===== config.mk =====
export PLATFORM = sky130hd
export DESIGN_NAME = ethernet_rx_deframer_fcs_check
export DESIGN_NICKNAME = d
export VERILOG_FILES = /design/src/rtl/core/erdf_pkg.sv /design/src/rtl/core/erdf_front.sv /design/src/rtl/core/erdf_queue.sv /design/src/rtl/core/erdf_back.sv /design/src/rtl/core/ethernet_rx_deframer_fcs_check.sv
export SDC_FILE = /design/constraint.sdc
export NUM_CORES = 1
export LEC_CHECK = 0
export BUFFER_PORTS_ARGS = -buffer_cell sky130_fd_sc_hd__buf_4
export CORE_ASPECT_RATIO = 1.4
export CORE_MARGIN = 2
export CORE_UTILIZATION = 37
export CTS_CLUSTER_SIZE = 20
export DETAILED_ROUTE_END_ITERATION = 8
export GPL_TIMING_DRIVEN = 0
export PLACE_DENSITY_LB_ADDON = 0.25
export SYNTH_ARGS = -nofsm -noshare
export SYNTH_HDL_FRONTEND = slang
export SYNTH_HIERARCHICAL = 1
export SYNTH_SLANG_ARGS = --single-unit

===== constraint.sdc =====
create_clock -name clk -period 5.98 [get_ports clk]
set_input_delay 0 -clock clk [delete_from_list [all_inputs] [get_ports clk]]
set_output_delay 0 -clock clk [all_outputs]
set_load 0.01 [all_outputs]

===== src/rtl/core/erdf_pkg.sv =====
// Shared types, constants and the CRC-32 byte update for the receive deframer.
`timescale 1ns / 1ps
`default_nettype none
package erdf_pkg;

  // Frame size limit and the count width that holds it
  localparam int MAX_FRAME_BYTES = 2048;
  localparam int CNT_W           = $clog2(MAX_FRAME_BYTES + 1);
  localparam int LEN_W           = 12;
  localparam int MAC_W           = 48;

  // Queue between front and back
  localparam int QUEUE_DEPTH = 4;
  localparam int QPTR_W      = $clog2(QUEUE_DEPTH);
  localparam int QCNT_W      = $clog2(QUEUE_DEPTH + 1);

  localparam logic [31:0] CRC_INIT = 32'hFFFF_FFFF;
  localparam logic [31:0] CRC_POLY = 32'hEDB8_8320;
  localparam logic [7:0]  SFD_BYTE = 8'hD5;
  localparam logic [MAC_W-1:0] STATION_MAC_RESET = 48'h0001_0203_0405;

  // Kind of work handed from front to back
  typedef enum logic {
    KIND_DATA = 1'b0,
    KIND_END  = 1'b1
  } erdf_kind_t;

  // End-of-frame status codes
  typedef enum logic [2:0] {
    ST_GOOD_OURS  = 3'd0,
    ST_GOOD_OTHER = 3'd1,
    ST_BAD_FCS    = 3'd2,
    ST_PHY_ERR    = 3'd3,
    ST_RUNT       = 3'd4,
    ST_TOO_LONG   = 3'd5
  } erdf_status_t;

  typedef struct packed {
    erdf_kind_t  kind;
    logic [7:0]  data;
    logic        err;
  } erdf_entry_t;

  // Reflected CRC-32 over one byte, LSB first
  function automatic logic [31:0] crc_byte_update(input logic [31:0] c,
                                                  input logic [7:0]  b);
    logic [31:0] v;
    v = c ^ {24'd0, b};
    for (int k = 0; k < 8; k++) begin
      v = v[0] ? ((v >> 1) ^ CRC_POLY) : (v >> 1);
    end
    return v;
  endfunction

endpackage
`default_nettype wire


===== src/rtl/core/erdf_front.sv =====
// Front end: accepts GMII words, hunts for the delimiter and classifies the rest.
`timescale 1ns / 1ps
`default_nettype none
module erdf_front (
  input  wire logic                 clk,
  input  wire logic                 rst_n,
  input  wire logic                 in_valid,
  output logic                      in_stall,
  input  wire logic [7:0]           in_rx_byte,
  input  wire logic                 in_fifo_has_word,
  input  wire logic                 in_data_valid,
  input  wire logic                 in_rx_error,
  input  wire logic                 q_full,
  output logic                      q_push,
  output erdf_pkg::erdf_entry_t     q_entry
);
  import erdf_pkg::*;

  logic in_frame_r;
  logic in_frame_nxt;
  logic accept;
  logic ends;

  assign in_stall = q_full;
  assign accept   = in_valid && !in_stall;
  assign ends     = !in_fifo_has_word || !in_data_valid;

  // Hand on frame bytes and frame ends; drop words seen while hunting
  always_comb begin
    q_push        = accept && in_frame_r;
    q_entry.kind  = ends ? KIND_END : KIND_DATA;
    q_entry.data  = in_rx_byte;
    q_entry.err   = in_rx_error;
    in_frame_nxt  = in_frame_r;
    if (accept) begin
      if (ends) begin
        in_frame_nxt = 1'b0;
      end else if (!in_frame_r && (in_rx_byte == SFD_BYTE)) begin
        in_frame_nxt = 1'b1;
      end
    end
  end

  always_ff @(posedge clk) begin
    if (!rst_n) begin
      in_frame_r <= 1'b0;
    end else begin
      in_frame_r <= in_frame_nxt;
    end
  end

endmodule
`default_nettype wire


===== src/rtl/core/erdf_queue.sv =====
// Short queue that decouples the classifying front from the frame back end.
`timescale 1ns / 1ps
`default_nettype none
module erdf_queue (
  input  wire logic                  clk,
  input  wire logic                  rst_n,
  input  wire logic                  push,
  input  wire erdf_pkg::erdf_entry_t push_entry,
  output logic                       full,
  input  wire logic                  pop,
  output logic                       head_valid,
  output erdf_pkg::erdf_entry_t      head_entry
);
  import erdf_pkg::*;

  erdf_entry_t       slot_r [QUEUE_DEPTH];
  logic [QPTR_W-1:0] wr_ptr_r;
  logic [QPTR_W-1:0] rd_ptr_r;
  logic [QCNT_W-1:0] fill_r;
  logic              do_pop;

  assign full       = (fill_r == QCNT_W'(QUEUE_DEPTH));
  assign head_valid = (fill_r != '0);
  assign head_entry = slot_r[rd_ptr_r];
  assign do_pop     = pop && head_valid;

  // Store incoming entries
  always_ff @(posedge clk) begin
    if (push) begin
      slot_r[wr_ptr_r] <= push_entry;
    end
  end

  // Advance pointers and fill level
  always_ff @(posedge clk) begin
    if (!rst_n) begin
      wr_ptr_r <= '0;
      rd_ptr_r <= '0;
      fill_r   <= '0;
    end else begin
      if (push) begin
        wr_ptr_r <= wr_ptr_r + 1'b1;
      end
      if (do_pop) begin
        rd_ptr_r <= rd_ptr_r + 1'b1;
      end
      case ({push, do_pop})
        2'b10:   fill_r <= fill_r + 1'b1;
        2'b01:   fill_r <= fill_r - 1'b1;
        default: fill_r <= fill_r;
      endcase
    end
  end

endmodule
`default_nettype wire


===== src/rtl/core/erdf_back.sv =====
// Back end: trailer delay, CRC-32, address match, status and the output register.
`timescale 1ns / 1ps
`default_nettype none
module erdf_back (
  input  wire logic                          clk,
  input  wire logic                          rst_n,
  input  wire logic [erdf_pkg::MAC_W-1:0]    station_mac,
  input  wire logic                          q_valid,
  input  wire erdf_pkg::erdf_entry_t         q_entry,
  output logic                               q_pop,
  output logic                               out_valid,
  input  wire logic                          out_stall,
  output logic                               out_is_status,
  output logic [7:0]                         out_frame_byte,
  output logic [2:0]                         out_frame_status,
  output logic [erdf_pkg::LEN_W-1:0]         out_frame_length
);
  import erdf_pkg::*;

  logic [CNT_W-1:0] count_r,  count_nxt;
  logic [31:0]      crc_r,    crc_nxt;
  logic             match_r,  match_nxt;
  logic [7:0]       delay_r [4];
  logic             out_valid_r, out_valid_nxt;
  logic             is_status_r;
  logic [7:0]       byte_r;
  logic [2:0]       status_r;
  logic [LEN_W-1:0] length_r;

  logic             can_load;
  logic             res_vld;
  logic             res_is_status;
  logic [7:0]       res_byte;
  erdf_status_t     res_status;
  logic [CNT_W-1:0] addr_idx;
  logic [7:0]       want;
  logic [7:0]       leaving;
  logic [31:0]      fcs;

  assign can_load = !out_valid_r || !out_stall;
  assign q_pop    = q_valid && can_load;
  assign leaving  = delay_r[0];
  assign fcs      = {delay_r[3], delay_r[2], delay_r[1], delay_r[0]};
  assign addr_idx = count_r - CNT_W'(4);

  // Station address byte for the current address position, first byte on top
  always_comb begin
    case (addr_idx[2:0])
      3'd0:    want = station_mac[47:40];
      3'd1:    want = station_mac[39:32];
      3'd2:    want = station_mac[31:24];
      3'd3:    want = station_mac[23:16];
      3'd4:    want = station_mac[15:8];
      default: want = station_mac[7:0];
    endcase
  end

  // Work out the next frame state and the result of the head entry
  always_comb begin
    count_nxt     = count_r;
    crc_nxt       = crc_r;
    match_nxt     = match_r;
    res_vld       = 1'b0;
    res_is_status = 1'b0;
    res_byte      = leaving;
    res_status    = ST_GOOD_OURS;
    if (q_pop) begin
      case (q_entry.kind)
        KIND_END: begin
          res_vld       = (count_r != '0);
          res_is_status = 1'b1;
          res_byte      = 8'd0;
          if (q_entry.err) begin
            res_status = ST_PHY_ERR;
          end else if (count_r <= CNT_W'(4)) begin
            res_status = ST_RUNT;
          end else if (~crc_r != fcs) begin
            res_status = ST_BAD_FCS;
          end else if (count_r >= CNT_W'(MAX_FRAME_BYTES)) begin
            res_status = ST_TOO_LONG;
          end else if (match_r && (count_r >= CNT_W'(10))) begin
            res_status = ST_GOOD_OURS;
          end else begin
            res_status = ST_GOOD_OTHER;
          end
          count_nxt = '0;
          crc_nxt   = CRC_INIT;
          match_nxt = 1'b0;
        end
        default: begin
          if (count_r >= CNT_W'(4)) begin
            res_vld = 1'b1;
            if (count_r < CNT_W'(10)) begin
              match_nxt = (addr_idx == '0) ? (leaving == want)
                                           : (match_r && (leaving == want));
            end
            crc_nxt = crc_byte_update(crc_r, leaving);
          end
          if (count_r < CNT_W'(MAX_FRAME_BYTES)) begin
            count_nxt = count_r + 1'b1;
          end
        end
      endcase
    end
  end

  // Load the output register, or empty it once taken
  always_comb begin
    out_valid_nxt = out_valid_r;
    if (q_pop && res_vld) begin
      out_valid_nxt = 1'b1;
    end else if (out_valid_r && !out_stall) begin
      out_valid_nxt = 1'b0;
    end
  end

  always_ff @(posedge clk) begin
    if (!rst_n) begin
      count_r     <= '0;
      crc_r       <= CRC_INIT;
      match_r     <= 1'b0;
      out_valid_r <= 1'b0;
    end else begin
      count_r     <= count_nxt;
      crc_r       <= crc_nxt;
      match_r     <= match_nxt;
      out_valid_r <= out_valid_nxt;
    end
  end

  // Shift the trailer delay on each frame byte
  always_ff @(posedge clk) begin
    if (q_pop && (q_entry.kind == KIND_DATA)) begin
      delay_r[0] <= delay_r[1];
      delay_r[1] <= delay_r[2];
      delay_r[2] <= delay_r[3];
      delay_r[3] <= q_entry.data;
    end
  end

  // Result payload
  always_ff @(posedge clk) begin
    if (q_pop && res_vld) begin
      is_status_r <= res_is_status;
      byte_r      <= res_byte;
      status_r    <= res_is_status ? res_status : 3'd0;
      length_r    <= res_is_status ? LEN_W'(count_r) : '0;
    end
  end

  assign out_valid        = out_valid_r;
  assign out_is_status    = is_status_r;
  assign out_frame_byte   = byte_r;
  assign out_frame_status = status_r;
  assign out_frame_length = length_r;

endmodule
`default_nettype wire


===== src/rtl/core/ethernet_rx_deframer_fcs_check.sv =====
// Top level of the Ethernet receive deframer with FCS check.
//
//   port group  | dir | handshake          | carries
//   in_*        | in  | in_valid/in_stall  | rx_byte, fifo_has_word, data_valid, rx_error
//   out_*       | out | out_valid/out_stall| is_status, frame_byte, frame_status, frame_length
//   cfg_*       | in  | cfg_valid/cfg_ready| station_mac
//
// One word is taken per clock while in_stall is low; each word yields at most
// one result, which the back end registers in the output register when it takes
// the word. A four-entry queue sits between the classifying front and the CRC
// back end, and one output register follows it.
// Reset is synchronous, active low: it empties the queue and clears frame state.
// out_stall holds the output register; in_stall rises only when the queue is full.
`timescale 1ns / 1ps
`default_nettype none
module ethernet_rx_deframer_fcs_check (
  input  wire logic                         clk,
  input  wire logic                         rst_n,
  input  wire logic                         in_valid,
  output logic                              in_stall,
  input  wire logic [7:0]                   in_rx_byte,
  input  wire logic                         in_fifo_has_word,
  input  wire logic                         in_data_valid,
  input  wire logic                         in_rx_error,
  output logic                              out_valid,
  input  wire logic                         out_stall,
  output logic                              out_is_status,
  output logic [7:0]                        out_frame_byte,
  output logic [2:0]                        out_frame_status,
  output logic [erdf_pkg::LEN_W-1:0]        out_frame_length,
  input  wire logic                         cfg_valid,
  output logic                              cfg_ready,
  input  wire logic [erdf_pkg::MAC_W-1:0]   cfg_station_mac
);
  import erdf_pkg::*;

  logic [MAC_W-1:0] station_mac_r;
  logic             q_full;
  logic             q_push;
  erdf_entry_t      q_in_entry;
  logic             q_pop;
  logic             q_valid;
  erdf_entry_t      q_head;

  // Station address register
  assign cfg_ready = 1'b1;

  always_ff @(posedge clk) begin
    if (!rst_n) begin
      station_mac_r <= STATION_MAC_RESET;
    end else if (cfg_valid && cfg_ready) begin
      station_mac_r <= cfg_station_mac;
    end
  end

  erdf_front u_front (
    .clk              (clk),
    .rst_n            (rst_n),
    .in_valid         (in_valid),
    .in_stall         (in_stall),
    .in_rx_byte       (in_rx_byte),
    .in_fifo_has_word (in_fifo_has_word),
    .in_data_valid    (in_data_valid),
    .in_rx_error      (in_rx_error),
    .q_full           (q_full),
    .q_push           (q_push),
    .q_entry          (q_in_entry)
  );

  erdf_queue u_queue (
    .clk        (clk),
    .rst_n      (rst_n),
    .push       (q_push),
    .push_entry (q_in_entry),
    .full       (q_full),
    .pop        (q_pop),
    .head_valid (q_valid),
    .head_entry (q_head)
  );

  erdf_back u_back (
    .clk              (clk),
    .rst_n            (rst_n),
    .station_mac      (station_mac_r),
    .q_valid          (q_valid),
    .q_entry          (q_head),
    .q_pop            (q_pop),
    .out_valid        (out_valid),
    .out_stall        (out_stall),
    .out_is_status    (out_is_status),
    .out_frame_byte   (out_frame_byte),
    .out_frame_status (out_frame_status),
    .out_frame_length (out_frame_length)
  );

endmodule
`default_nettype wire


After elaboration in Yosys (flattened, before gate mapping). Memories as Yosys holds them, arrays and structs flattened. A register that Yosys moved wholly into a read port is not among the register bits. Cells that the tools add are included.

Bitwise gates (word level): 13. Reductions and logical operators: 34. Add/subtract/negate cells: 6. Order comparisons: 6. Muxes and demuxes: 41. Equality and inequality tests: 10.

Operators by type and width (number): $mux 32 (10); $not 13->14 (8); $pmux 8 s5 (1); $ne 32x32->1 (1); $not 32->32 (1); $xor 32x8->32 (1); $mux 12 (2); $mux 1 (19); $mux 8 (2); $add 12x1->12 const B (1); $ge 12x12->1 const B (1); $ge 12x3->1 const B (1); $ge 12x4->1 const B (1); $le 12x3->1 const B (1); $logic_not 12->1 (1); $lt 12x12->1 const B (1); $lt 12x4->1 const B (1); $reduce_bool 12->1 (1); $reduce_bool 2->1 (6); $sub 12x3->12 const B (1); $logic_and 1x1->1 (10); $mux 3 (3); $eq 8x8->1 (1); $eq 8x8->1 const B (1); other kinds (18) (34).

Bits of input ports: 64. RAM bits: 72. Logic and storage cells: 126. Bits in registers: 126. Memories: 2. Output and inout port bits: 27.

Memory list: u_queue.slot_r (depth 4, width 10, rd ports 1, clocked after memory_dff 1, wr ports 1, line erdf_queue.sv:16) `erdf_entry_t slot_r [QUEUE_DEPTH];`; u_back.delay_r (depth 4, width 8, rd ports 4, clocked after memory_dff 0, wr ports 4, line erdf_back.sv:23) `logic [7:0] delay_r [4];`.

Logic depth before layout (Yosys ltp). An unclocked memory read counts as a cell.

Depth after elaboration: 20. Depth in mapped cells: 12. Mapped depth without buffers: 11.

Modules after synthesis. The synthesis kept the hierarchy.

Modules (own cells, without submodules): erdf_back (times used 1, area an instance 5323.9 µm², cells each 499); erdf_queue (times used 1, area an instance 1918.1 µm², cells each 99); ethernet_rx_deframer_fcs_check (times used 1, area an instance 1838.0 µm², cells each 157); erdf_front (times used 1, area an instance 167.7 µm², cells each 20).

Worst setup path after synthesis. No wires, ideal clock.

Path type: reg2reg. From: register (tool-made name). To: memory u_back.delay_r[0][0], enable pin. Buffers on the path: 4. Setup time: 0.421 ns. Period minus slack after synthesis: 3.334 ns. Setup slack: 2.646 ns. Arrival time: 2.913 ns. Stages on the path, launching flop included: 7. Data required time: 5.559 ns. Cell sequence: dfxtp_1 > buf_6 > mux4_2 > clkbuf_1 > clkbuf_1 > clkbuf_1 > nor2_1.

RTL lines (line): end: declaration (erdf_back.sv:23).

Final worst setup path.
From: register u_queue.fill_r[0]. To: register u_queue.fill_r[2].

Elaborated cells between the ends (all ways): 13. Classes of those cells: add/sub (2); eq/ne (3); mux (1); reduce/logical (7).

RTL lines: start: declaration (line erdf_queue.sv:19) `logic [QCNT_W-1:0] fill_r;`; start signal: assignment (line erdf_queue.sv:48) `2'b10: fill_r <= fill_r + 1'b1;`; start signal: assignment (line erdf_queue.sv:49) `2'b01: fill_r <= fill_r - 1'b1;`; start signal: assignment (line erdf_queue.sv:50) `default: fill_r <= fill_r;`; $reduce_bool 3->1 * (line erdf_queue.sv:23) `assign head_valid = (fill_r != '0);`; via q_valid (line ethernet_rx_deframer_fcs_check.sv:42) `logic q_valid;`; $logic_and 1x1->1 * (line erdf_back.sv:41) `assign q_pop = q_valid && can_load;`; via q_pop (line ethernet_rx_deframer_fcs_check.sv:41) `logic q_pop;`; $logic_and 1x1->1 * (line erdf_queue.sv:25) `assign do_pop = pop && head_valid;`; via u_queue.do_pop (line erdf_queue.sv:20) `logic do_pop;`; $eq 2x1->1 or $eq 2x2->1 (tied branches) (line erdf_queue.sv:47) `case ({push, do_pop})`; $pmux 3 s2 or $reduce_bool 2->1 (tied branches).

The timed path passes the listed nets; every way through them passes the cells marked *. A chain may end at the register's enable or synchronous reset.

==> out/metrics.csv <==
metric,value,unit
initial antenna violation count,0,
Max IR drop VDD,0.184,mV
Final HPWL DP,15500,um
Root Driver,clkbuf_16,
Wirelength per Cell,17.3,um
Critical Path Fanout Max,11,
Cell variety after synth,59,
chip height,191,um
H-tree levels,4,
final core occ,0.470,
Critical Path RT,6.34,ns
Post-Syn Area,9250,um^2
synth warn,6,
Fill cells,2241,
count of final setup violators,0,
"Seq/Total Area, Yosys",0.537,
Post-synth top flop,dfxtp_1,
syn_nets,853,
DRT antenna net count,0,
clk buf depth,2,
Fin Clk Skew,0.0153,ns
Hold Crit Class,input port to register,
Port Buf Inserts,87,
Core Area,24600,um^2
largest net degree at the start of global routing,33,
final net count,1022,
"commonest non-fill, non-tap cell in the layout",dfxtp_1,
synthesized area per cell,11.9,um^2
dpl cell area,10300,um^2
drt initial violations,306,
fin area,11600,um^2
effective utilization at floorplan,0.376,
LEAKAGE,4.38,nW
n_diodes,0,
global-route wire length before repair,33600,um
maximum capacitance violations,0,
drt total wl,22000,um
Int Pwr,0.00216,W
CTS tree,done,
Cell Rows,68,
layout cells sized above 1,0.185,
max_slew headroom,0.420,
CTS resizes,0,
full die area,26300,um^2
vias per cell,4.89,
outcome,finished clean,
Mapped Cells,775,
area delta synth->final,25.0,%
vias in the first global route,6244,
PwrDens,243,nW/um^2
clock power share,0.427,
hold-fix buffer count after cts,62,
RSZ-0062 raised after global routing,false,
CTS buffer count,17,
most frequent cells in the layout,"104 x dfxtp_1, 103 x buf_4, 96 x edfxtp_1",
num ports,91,
# DRC,0,
area occupied by registers,4960,um^2
Setup CP Type,register to register,
Post-CTS Setup Bufs,0,
switching share of power,0.229,
Die W,138,um
Startpoint Class,register,
Psw,0.000644,W
Synth Register Bits,200,
Final Hold Viols,0,
dpl cells,1178,
final worst path period need,3.39,ns
gr ovfl total,0,
"Reg clk slew, reported paths",0.08,ns
Worst setup EP type,register,
setup TNS,0,ns
GRT Util Overall,0.171,
"EDFF count, synth",96,
First-pass DRT Iterations,5,
Max Slew Vio Count,0,
fmax,295,MHz
asr flop ratio synth,0,
WP data arrival,3.75,ns
area taken by multi-input logic gates,3900,um^2
GPL Wtd Cong,0.839,
Seq pwr share,0.519,
Finished Layout Cells,1272,
clk sink count,200,
"Clk Latency, worst-skew pair",0.45,ns
Vias,6218,
Slew @ Worst Pin,0.868,ns
period utilisation layout,0.566,
Logic pwr share,0.055,
through the flow:
step                      total power, W  setup slack [ns]  hold slack, ns
final                            0.00281              2.59          0.0283
after global routing             0.00289              2.29          0.0496
after CTS                        0.00283              2.52          0.0145
after detailed placement         0.00161              2.54           0.212
after global placement           0.00161              1.56           0.213
after floorplan                  0.00155              2.65           0.122
registers in the layout, indices dropped and copies added (netlist names), named ones only:
name	flops
u_queue/slot_r	40
u_queue/wr_ptr_r	2
station_mac_r	48
u_back/out_valid	1
u_back/delay_r	32
u_back/out_frame_byte	8
u_back/count_r	12
u_back/out_is_status	1
u_back/crc_r	32
u_back/out_frame_length	12
u_front/in_frame_r	1
u_back/out_frame_status	3
u_back/match_r	1
u_queue/rd_ptr_r	2
u_queue/fill_r	3
synth_stat cells, types with 10 or more instances:
master / number / share of area
o21ai_0: 18 / 0.0097
a21oi_1: 14 / 0.0076
nor2_1: 42 / 0.017
buf_4: 16 / 0.013
and2_1: 20 / 0.014
xor2_1: 26 / 0.025
edfxtp_1: 96 / 0.31
clkbuf_1: 25 / 0.010
nor3_1: 18 / 0.0097
nand2_1: 36 / 0.015
mux4_2: 10 / 0.024
mux2i_1: 52 / 0.056
xnor2_1: 74 / 0.070
dfxtp_1: 104 / 0.23
nand3_1: 12 / 0.0065
and3_1: 13 / 0.0088
nor2b_1: 50 / 0.034
inv_1: 22 / 0.0089
o22ai_1: 14 / 0.0095
ha_1: 13 / 0.018
metal layers:
layer,global-route usage,wire (um)
met4,0.0860,851
met1,0.189,8760
met5,0,0
met3,0.0278,837
met2,0.312,11500
critical path, stage by stage (launching register included):
cell      delay (ns)
dfxtp_1         0.42
or3_2           0.19
nand2b_1        0.18
inv_1           0.12
clkbuf_1        0.35
clkbuf_1        0.55
o31a_2          0.28
ha_1            0.18
inv_1           0.06
fa_1            0.37
xor2_1          0.16
or3_1           0.30
a21boi_0        0.16
cells by family after synthesis:
family	count (synthesis)	synth area share
AND/OR/NAND/NOR	214	0.121
flip-flops	200	0.537
XOR/XNOR	114	0.124
AO/OA/AOI/OAI	98	0.0731
buffers and inverters	71	0.0426
multiplexers	63	0.0819
adder cells (fa/ha/maj)	14	0.0198
other	1	0.000406
power groups by stage:
stage | logic [W] | registers, W | clock network (W)
after floorplan | 0.0000704 | 0.00148 | 0
after global placement | 0.000120 | 0.00149 | 0
after detailed placement | 0.000122 | 0.00149 | 0
after global routing | 0.000165 | 0.00146 | 0.00127
after CTS | 0.000153 | 0.00146 | 0.00122
final | 0.000153 | 0.00146 | 0.00120
layout make-up:
| type | count | share of cell area |
|---|---|---|
| Buffer | 49 | 0.0269 |
| Tap cell | 315 | 0.0341 |
| Inverter | 22 | 0.00714 |
| Clock inverter | 15 | 0.0171 |
| Clock buffer | 17 | 0.0368 |
| Multi-Input combinational cell | 504 | 0.337 |
| Sequential cell | 200 | 0.429 |
| Timing Repair Buffer | 150 | 0.111 |
worst paths after layout:
check / start / to / slack (ns) / depth (start not counted)
min reg2reg: u_back/delay_r[3][3] / u_back/delay_r[2][3] / 0.47 / 0
max reg2reg: u_queue/fill_r[0] / u_queue/fill_r[2] / 2.59 / 12
min: cfg_valid / station_mac_r[45] / 0.03 / 4
max: u_queue/fill_r[0] / u_queue/fill_r[2] / 2.59 / 12
No activity file was read; power rests on OpenSTA's default activity.
